$ cat src/rtl/b64esc_pkg.sv
// b64esc_pkg: shared types, character codes and lookup functions for the
// base64 escape encoder. No dependencies.
`timescale 1ns / 1ps

package b64esc_pkg;

   typedef struct packed {
      logic [7:0] in_byte;
      logic       end_of_string;
   } req_item_type;

   typedef struct packed {
      logic [7:0] out_char;
      logic       last_for_input;
      logic       string_done;
   } rsp_item_type;

   localparam logic [7:0] RUN_OPEN_CHAR  = 8'h2B;   // '+'
   localparam logic [7:0] RUN_CLOSE_CHAR = 8'h2D;   // '-'

   // bytes of the current 3-byte group already taken
   localparam logic [1:0] GRP_EMPTY = 2'd0;
   localparam logic [1:0] GRP_ONE   = 2'd1;
   localparam logic [1:0] GRP_TWO   = 2'd2;

   function automatic logic is_safe(input logic [7:0] b);
      logic r;
      case (b) inside
         [8'h41:8'h5A], [8'h61:8'h7A], [8'h30:8'h39]: r = 1'b1;
         8'h27, 8'h28, 8'h29, 8'h2C, 8'h2E, 8'h20, 8'h5F, 8'h2D: r = 1'b1;
         default: r = 1'b0;
      endcase
      return r;
   endfunction

   // base64 alphabet with ',' in place of '/'
   function automatic logic [7:0] enc_char(input logic [5:0] v);
      logic [7:0] r;
      case (v) inside
         [6'd0:6'd25]:  r = 8'h41 + {2'b00, v};
         [6'd26:6'd51]: r = 8'h61 + {2'b00, v} - 8'd26;
         [6'd52:6'd61]: r = 8'h30 + {2'b00, v} - 8'd52;
         6'd62:         r = 8'h2B;
         default:       r = 8'h2C;
      endcase
      return r;
   endfunction

endpackage

$ cat src/rtl/run_base64_escape_encoder_core.sv
// Base64 escape encoder: safe bytes pass through, runs of other bytes are
// framed by '+' ... '-' (no '-' at string end), base64-encoded without padding.
// Depends on b64esc_pkg.
//
// Usage:
//   req channel carries one string byte per transfer with end_of_string on
//   the final byte. rsp channel carries 1 to 3 characters per input byte;
//   last_for_input marks the final character of a byte and string_done the
//   final character of the string.
//   A byte taken from req waits in the input register until the burst
//   register is free, is then encoded into the burst register, and its
//   first character is offered on rsp from then on.
//   Throughput: one byte per cycle while each byte gives a single character
//   and rsp does not stall; otherwise the single-character rsp port
//   draining the burst register sets the pace.
//   The input register is refilled in the same cycle the burst register
//   takes its content, so a new byte is accepted while characters still wait.
//   Reset (synchronous, active high) empties both registers and returns the
//   encoder to outside-of-run state. A stalled rsp holds its character; once
//   the input register is also full, req_stall rises.
`timescale 1ns / 1ps

module run_base64_escape_encoder_core (
   input  logic                        clock,
   input  logic                        reset,
   input  logic                        req_valid,
   output logic                        req_stall,
   input  b64esc_pkg::req_item_type    req_data,
   output logic                        rsp_valid,
   input  logic                        rsp_stall,
   output b64esc_pkg::rsp_item_type    rsp_data
);

   // input register
   logic                     in_valid_ff, in_valid_in;
   b64esc_pkg::req_item_type in_item_ff;

   // encoder state
   logic       run_ff, run_in;
   logic [1:0] grp_ff, grp_in;
   logic [7:0] prev_ff, prev_in;

   // burst register: characters of one byte, drained from entry 0
   logic       burst_valid_ff, burst_valid_in;
   logic [7:0] chars_ff [3];
   logic [1:0] rem_ff;
   logic       done_ff;

   logic [7:0] list [3];
   logic [1:0] n;
   logic [1:0] eff_grp;
   logic [7:0] b;
   logic       rsp_fire, burst_free, load;

   assign rsp_fire   = burst_valid_ff && !rsp_stall;
   assign burst_free = !burst_valid_ff || (rsp_fire && rem_ff == 2'd1);
   assign load       = in_valid_ff && burst_free;
   assign req_stall  = in_valid_ff && !load;

   assign rsp_valid               = burst_valid_ff;
   assign rsp_data.out_char       = chars_ff[0];
   assign rsp_data.last_for_input = (rem_ff == 2'd1);
   assign rsp_data.string_done    = (rem_ff == 2'd1) && done_ff;

   assign b = in_item_ff.in_byte;

   // encode one byte into up to three characters
   always_comb begin
      list[0] = '0;
      list[1] = '0;
      list[2] = '0;
      n       = 2'd0;
      run_in  = run_ff;
      grp_in  = grp_ff;
      prev_in = prev_ff;
      eff_grp = (run_ff && grp_ff != 2'd3) ? grp_ff : b64esc_pkg::GRP_EMPTY;
      if (b64esc_pkg::is_safe(b)) begin
         if (run_ff) begin
            if (eff_grp == b64esc_pkg::GRP_ONE) begin
               list[n] = b64esc_pkg::enc_char({prev_ff[1:0], 4'b0000});
               n = n + 2'd1;
            end else if (eff_grp == b64esc_pkg::GRP_TWO) begin
               list[n] = b64esc_pkg::enc_char({prev_ff[3:0], 2'b00});
               n = n + 2'd1;
            end
            list[n] = b64esc_pkg::RUN_CLOSE_CHAR;
            n = n + 2'd1;
         end
         list[n] = b;
         n = n + 2'd1;
         run_in = 1'b0;
         grp_in = b64esc_pkg::GRP_EMPTY;
      end else begin
         if (!run_ff) begin
            list[n] = b64esc_pkg::RUN_OPEN_CHAR;
            n = n + 2'd1;
         end
         case (eff_grp)
            b64esc_pkg::GRP_ONE: begin
               list[n] = b64esc_pkg::enc_char({prev_ff[1:0], b[7:4]});
               n = n + 2'd1;
               grp_in = b64esc_pkg::GRP_TWO;
            end
            b64esc_pkg::GRP_TWO: begin
               list[n] = b64esc_pkg::enc_char({prev_ff[3:0], b[7:6]});
               n = n + 2'd1;
               list[n] = b64esc_pkg::enc_char(b[5:0]);
               n = n + 2'd1;
               grp_in = b64esc_pkg::GRP_EMPTY;
            end
            default: begin
               list[n] = b64esc_pkg::enc_char(b[7:2]);
               n = n + 2'd1;
               grp_in = b64esc_pkg::GRP_ONE;
            end
         endcase
         run_in  = 1'b1;
         prev_in = b;
         // end of string flushes the partial group, no closing dash
         if (in_item_ff.end_of_string) begin
            if (grp_in == b64esc_pkg::GRP_ONE) begin
               list[n] = b64esc_pkg::enc_char({b[1:0], 4'b0000});
               n = n + 2'd1;
            end else if (grp_in == b64esc_pkg::GRP_TWO) begin
               list[n] = b64esc_pkg::enc_char({b[3:0], 2'b00});
               n = n + 2'd1;
            end
         end
      end
      if (in_item_ff.end_of_string) begin
         run_in  = 1'b0;
         grp_in  = b64esc_pkg::GRP_EMPTY;
         prev_in = '0;
      end
   end

   assign in_valid_in = req_valid ? 1'b1 : (in_valid_ff && !load);

   always_comb begin
      if (load) begin
         burst_valid_in = 1'b1;
      end else if (rsp_fire && rem_ff == 2'd1) begin
         burst_valid_in = 1'b0;
      end else begin
         burst_valid_in = burst_valid_ff;
      end
   end

   always_ff @(posedge clock) begin
      if (reset) begin
         in_valid_ff    <= 1'b0;
         burst_valid_ff <= 1'b0;
         run_ff         <= 1'b0;
         grp_ff         <= b64esc_pkg::GRP_EMPTY;
         prev_ff        <= '0;
         rem_ff         <= '0;
      end else begin
         if (!req_stall) begin
            in_valid_ff <= in_valid_in;
         end
         burst_valid_ff <= burst_valid_in;
         if (load) begin
            run_ff  <= run_in;
            grp_ff  <= grp_in;
            prev_ff <= prev_in;
            rem_ff  <= n;
         end else if (rsp_fire) begin
            rem_ff <= rem_ff - 2'd1;
         end
      end
   end

   always_ff @(posedge clock) begin
      if (req_valid && !req_stall) begin
         in_item_ff <= req_data;
      end
      if (load) begin
         chars_ff[0] <= list[0];
         chars_ff[1] <= list[1];
         chars_ff[2] <= list[2];
         done_ff     <= in_item_ff.end_of_string;
      end else if (rsp_fire) begin
         chars_ff[0] <= chars_ff[1];
         chars_ff[1] <= chars_ff[2];
      end
   end

endmodule

$ cat config.mk
export PLATFORM = sky130hd
export DESIGN_NAME = run_base64_escape_encoder_core
export DESIGN_NICKNAME = d
export VERILOG_FILES = /design/src/rtl/b64esc_pkg.sv /design/src/rtl/run_base64_escape_encoder_core.sv
export SDC_FILE = /design/constraint.sdc
export NUM_CORES = 1
export LEC_CHECK = 0
export BUFFER_PORTS_ARGS = -buffer_cell sky130_fd_sc_hd__buf_2
export CORE_UTILIZATION = 49
export CTS_CLUSTER_SIZE = 12
export DETAILED_ROUTE_END_ITERATION = 16
export PLACE_DENSITY = 0.66
export SYNTH_ARGS = -nofsm -noshare
export SYNTH_HDL_FRONTEND = slang
export SYNTH_SLANG_ARGS = --single-unit
$ cat constraint.sdc
create_clock -name clock -period 12.2 [get_ports clock]
set_input_delay 1.22 -clock clock [delete_from_list [all_inputs] [get_ports clock]]
set_output_delay 1.22 -clock clock [all_outputs]
set_load 0.03 [all_outputs]
# After elaboration in Yosys (flattened, before gate mapping)
# Memories as Yosys holds them, arrays and structs flattened.
# Cells that the tools add are included.
# word_totals
ff_bits	21
mem_bits_rw	24
inputBits	13
output_inout_bits	12
elab_cells	310
n_memories	1
# classes
addsub	46
magnitude_cmp	64
eq_ne	19
mux	111
bitwise	10
n_reduce_logical	50
# memory_table
memory	depth	width	read_ports	rd_clocked_by_memory_dff	wr	line	text
chars_ff	3	8	3	0	3	run_base64_escape_encoder_core.sv:45	logic [7:0] chars_ff [3];
# ops
op	count
$mux W8	51
$bwmux W24	7
$mux W24	7
$add A7 B6 Y8 const A	16
$le A6 B6 Y1 const B	16
$demux W8 S2	5
$sub A7 B6 Y8 const B	8
$sub A8 B5 Y8 const B	8
$add A6 B6 Y7 const A	8
$eq A8 B6 Y1 const B	7
$ge A6 B1 Y1 const B	8
$ge A6 B5 Y1 const B	8
$ge A6 B6 Y1 const B	8
$le A6 B5 Y1 const B	8
$pmux W24 S2	1
$logic_and A1 B1 Y1	39
$mux W2	18
$eq A6 B6 Y1 const B	4
$ge A8 B7 Y1 const B	2
$le A8 B7 Y1 const B	2
$ge A3 B3 Y1 const B	5
$lt A3 B1 Y1 const B	5
$not A2 Y3	5
$mux W1	14
other kinds (23)	40

# Longest topological paths before layout
# logic_depth
ltp_word	20
depth_mapped	18
depth_no_buf	14

# Worst setup path before layout
# Ideal clock, no wire load.
# synth_timing
kind	flip-flop to flip-flop
from	reg run_ff
to	mem chars_ff[0][6], data pin
setup_time_ns	0.261
arrival_time_ns	3.639
required_time_ns	11.939
slack_ns	8.300
stages_incl_launch_ff	19
n_path_buf	6
period_less_slack_ns	3.900
cell_sequence	dfxtp_1 > clkbuf_1 > clkbuf_1 > buf_1 > nand2_1 > or2_2 > inv_1 > ha_1 > clkbuf_1 > clkinv_1 > ha_1 > clkbuf_1 > and3_1 > clkbuf_1 > a21oi_1 > o21ai_0 > o21ai_0 > a211oi_1 > o21ai_1
# synth_lines
item	line	text
start: declaration	run_base64_escape_encoder_core.sv:39	logic run_ff, run_in;
start signal: assignment	run_base64_escape_encoder_core.sv:163	run_ff <= run_in;
end: declaration	run_base64_escape_encoder_core.sv:45	

==> impl_metrics.ini <==
[setup_path]
worstPathArrival_ps = 4700
worstPathMaxFanout = 22
start_kind = flop
endpoint_kind = flop
slowest_stage = a211oi_2
r2r_start = b[2]
crit_path_start = b[2]
path_class = reg -> reg
cp.required_ps = 12380
crit_chain = inv_1 > ha_1 > and3_1 > a211oi_2 > o211ai_1 > a32oi_1 > a22oi_1 > a2111oi_0 > a211o_1
crit_path_max_incr_delay_ps = 1080

[sta]
maxSlewViolCount = 0
final_hold_viol_count = 0
setup_tns_ps = 0
finClkSkew_ps = 12.2
relSlewSlack_pct = 10.2
worst_pin_slew_ps = 1340
hold_ws_ps = 481
fin_crit_ps = 4520
fin_crit_sh_pct = 37.0
finalSetupViolations = 0
max_clock_freq_mhz = 221
rsz0062_at_grt = no

[placed_design]
gp_congestion = 1.01
io_buffers = 24
post-dp-hpwl_mm = 16.7

[clocking]
numCtsBuffers = 5
cts_buffer_depth = 2
htreeDepth = 2
cts_hold_buf = 0
clock_sinks = 45
cts_tree = built
clkTransAtPathRegs_ps = 70
ctsRootBufferMaster = clkbuf_16
cts_resized = 0
worst_skew_pair.late_latency_ps = 310
post_cts_buffers = 0

[floorplanning]
fp.dieW_um = 112
ios = 25
core_sq_mm = 0.0116
fp.dieArea_sq_mm = 0.0125
initial_core_util_pct = 51.1
die-height_um = 112
rows = 39

[global_route]
gr-total-overflow = 0
grt_pass1_wl_mm = 35.6
grt_max_degree = 43
antenna_found_initial = 0
grt_usage_pct = 36.8
first_global_vias = 6100

[finish]
num_antenna_cells = 0
drive_gt1_share_pct = 9.31
fillerInstances = 1168
layout.cells.most_common_list = 92 x nand2_1, 84 x nor2_1, 70 x a21oi_1
layout_commonest_cell = nand2_1
syn2layout_area_growth_pct = 3.60
finalNetCount = 831

[synth]
synth_edf_count = 34
ys_async_sr_fraction_pct = 0
ys_seq_area_share_pct = 21.0
yosysUniqueCellTypes = 90
syn_area_per_cell_sq_um = 7.32
synth_flop_cell = edfxtp_1
syn-num-nets = 855
ys_ff_latch = 45
synth_area_sq_mm = 0.00591
ys_warn_count = 0
syn_inst = 807

[detailed_routing]
postRouteAntennaNets = 0
finalWirelength_mm = 23.1
drt-wirelength-per-cell_um = 24.9
vias = 6750
first_pass_iters = 12
dr.first_iter.drc_count = 904
drc = 1
avgViaCountPerCell = 7.28

[status]
failed_checks = DRC
outcome = finished, violations left

[pwr]
intPower_mw = 0.310
p_clk_share_pct = 27.2
combPwrFrac_pct = 34.9
powerDensity_mw_per_mm2 = 82.6
p_switching_mw = 0.195
seqPwrFrac_pct = 37.9
switching_share_pct = 38.6
ir_drop_uv = 70.9
total_power_mw = 0.506
leakagePower_nw = 2.19

[worst_hold_path]
min_path_type = reg -> reg
worstHoldStart = in_valid_ff

[flow_run]
drv_cap = 0
## metrics by stage
step	area (sq um)	std cells	util (%)	setup slack, ps
floorplan	5910	807	-	8300
global placement	5980	919	51.7	8140
detailed placement	5980	919	51.7	7920
CTS	6120	927	52.9	7910
global route	6120	927	52.9	7520
finish	6120	927	52.9	7680
## flip-flops by register name, summed over array words and instances (netlist names), 2 cells and up
name and flops:
prev_ff 4, rem_ff 2, b 8, chars_ff 24
grp_ff 2
## Yosys cell counts, types with 3 or more instances
| master | count | share of area (%) |
|---|---|---|
| o31ai_1 | 7 | 0.89 |
| a31o_2 | 3 | 0.44 |
| a221o_1 | 4 | 0.68 |
| o311ai_0 | 3 | 0.44 |
| o32ai_1 | 3 | 0.44 |
| buf_4 | 9 | 1.1 |
| o21a_1 | 4 | 0.51 |
| a2111oi_0 | 3 | 0.44 |
| nor2_1 | 84 | 5.3 |
| edfxtp_1 | 34 | 17 |
| or3_1 | 7 | 0.74 |
| a21oi_1 | 70 | 5.9 |
| o2111ai_1 | 3 | 0.44 |
| a21boi_0 | 4 | 0.51 |
| o211ai_1 | 18 | 2.3 |
| o22ai_1 | 11 | 1.2 |
| a32oi_1 | 8 | 1.2 |
| nand2b_1 | 12 | 1.3 |
| a31oi_1 | 22 | 2.3 |
| and3_1 | 7 | 0.74 |
| nor3_1 | 11 | 0.93 |
| a22oi_1 | 16 | 2.0 |
| nand3_1 | 24 | 2.0 |
| o21ai_1 | 11 | 0.93 |
| buf_2 | 16 | 1.4 |
| and2_1 | 12 | 1.3 |
| mux2i_1 | 8 | 1.4 |
| a211o_1 | 6 | 0.89 |
| a221oi_1 | 3 | 0.44 |
| nand4_1 | 10 | 1.1 |
| inv_1 | 33 | 2.1 |
| a21o_1 | 10 | 1.3 |
| o221ai_1 | 7 | 1.0 |
| nand2_1 | 92 | 5.8 |
| ha_1 | 35 | 7.4 |
| nor3b_1 | 3 | 0.38 |
| nand3b_1 | 4 | 0.51 |
| nor2b_1 | 7 | 0.74 |
| dfxtp_1 | 11 | 3.7 |
| o21ai_0 | 42 | 3.6 |
| clkbuf_1 | 36 | 2.3 |
| xnor2_1 | 12 | 1.8 |
| nor4_1 | 3 | 0.32 |
| a211oi_1 | 17 | 2.2 |
## power groups by stage
stage / logic, mW / clock network [mW] / registers [mW]
floorplan: 0.127 / 0 / 0.189
global placement: 0.169 / 0 / 0.194
detailed placement: 0.169 / 0 / 0.194
CTS: 0.170 / 0.139 / 0.191
global route: 0.187 / 0.144 / 0.193
finish: 0.177 / 0.137 / 0.192
## worst max-delay path, delay by kind of cell, from the launching register on
kind                     cells  cell delay, ps
buffers and inverters        1             360
flip-flops                   1             970
AND/OR/NAND/NOR              1             210
AO/OA/AOI/OAI                6            2430
adder cells (fa/ha/maj)      1             420
## path summary, 6_finish.rpt
kind	end	slack, ps	cells after the start
max	chars_ff[0][8]	7680	9
min	rsp_valid	480	2
max reg2reg	chars_ff[0][8]	7680	9
min reg2reg	rsp_valid	480	2
## area by class of cell
class	count	area, sq um	area share [%]
multi-input combinational	661	4240	69.2
sequential	45	1240	20.3
timing repair buffer	33	188	3.07
tap	143	179	2.92
inverter	37	139	2.27
clock buffer	5	125	2.04
clock inverter	3	12.5	0.204
## per-layer routing
| layer | up-vias | track usage, % | share of wire, % |
|---|---|---|---|
| met2 | 529 | 56.1 | 42 |
| met5 | - | 0 | 0 |
| met4 | 0 | 14.5 | 4.2 |
| met3 | 73 | 7.57 | 12 |
| li1 | 2986 | - | - |
| met1 | 3162 | 50.6 | 41 |
## cells by family (layout without fill, tap and decap cells)
kind of cell	Yosys count	after routing	share of synthesized area, %
compound gates	310	310	36.6
simple gates	294	294	24.0
buf+inv	101	78	7.45
flops	45	45	21.0
fa+ha+maj	35	35	7.41
xor+xnor	12	12	1.78
mux	10	10	1.74
(Power assumes the default switching activity.)
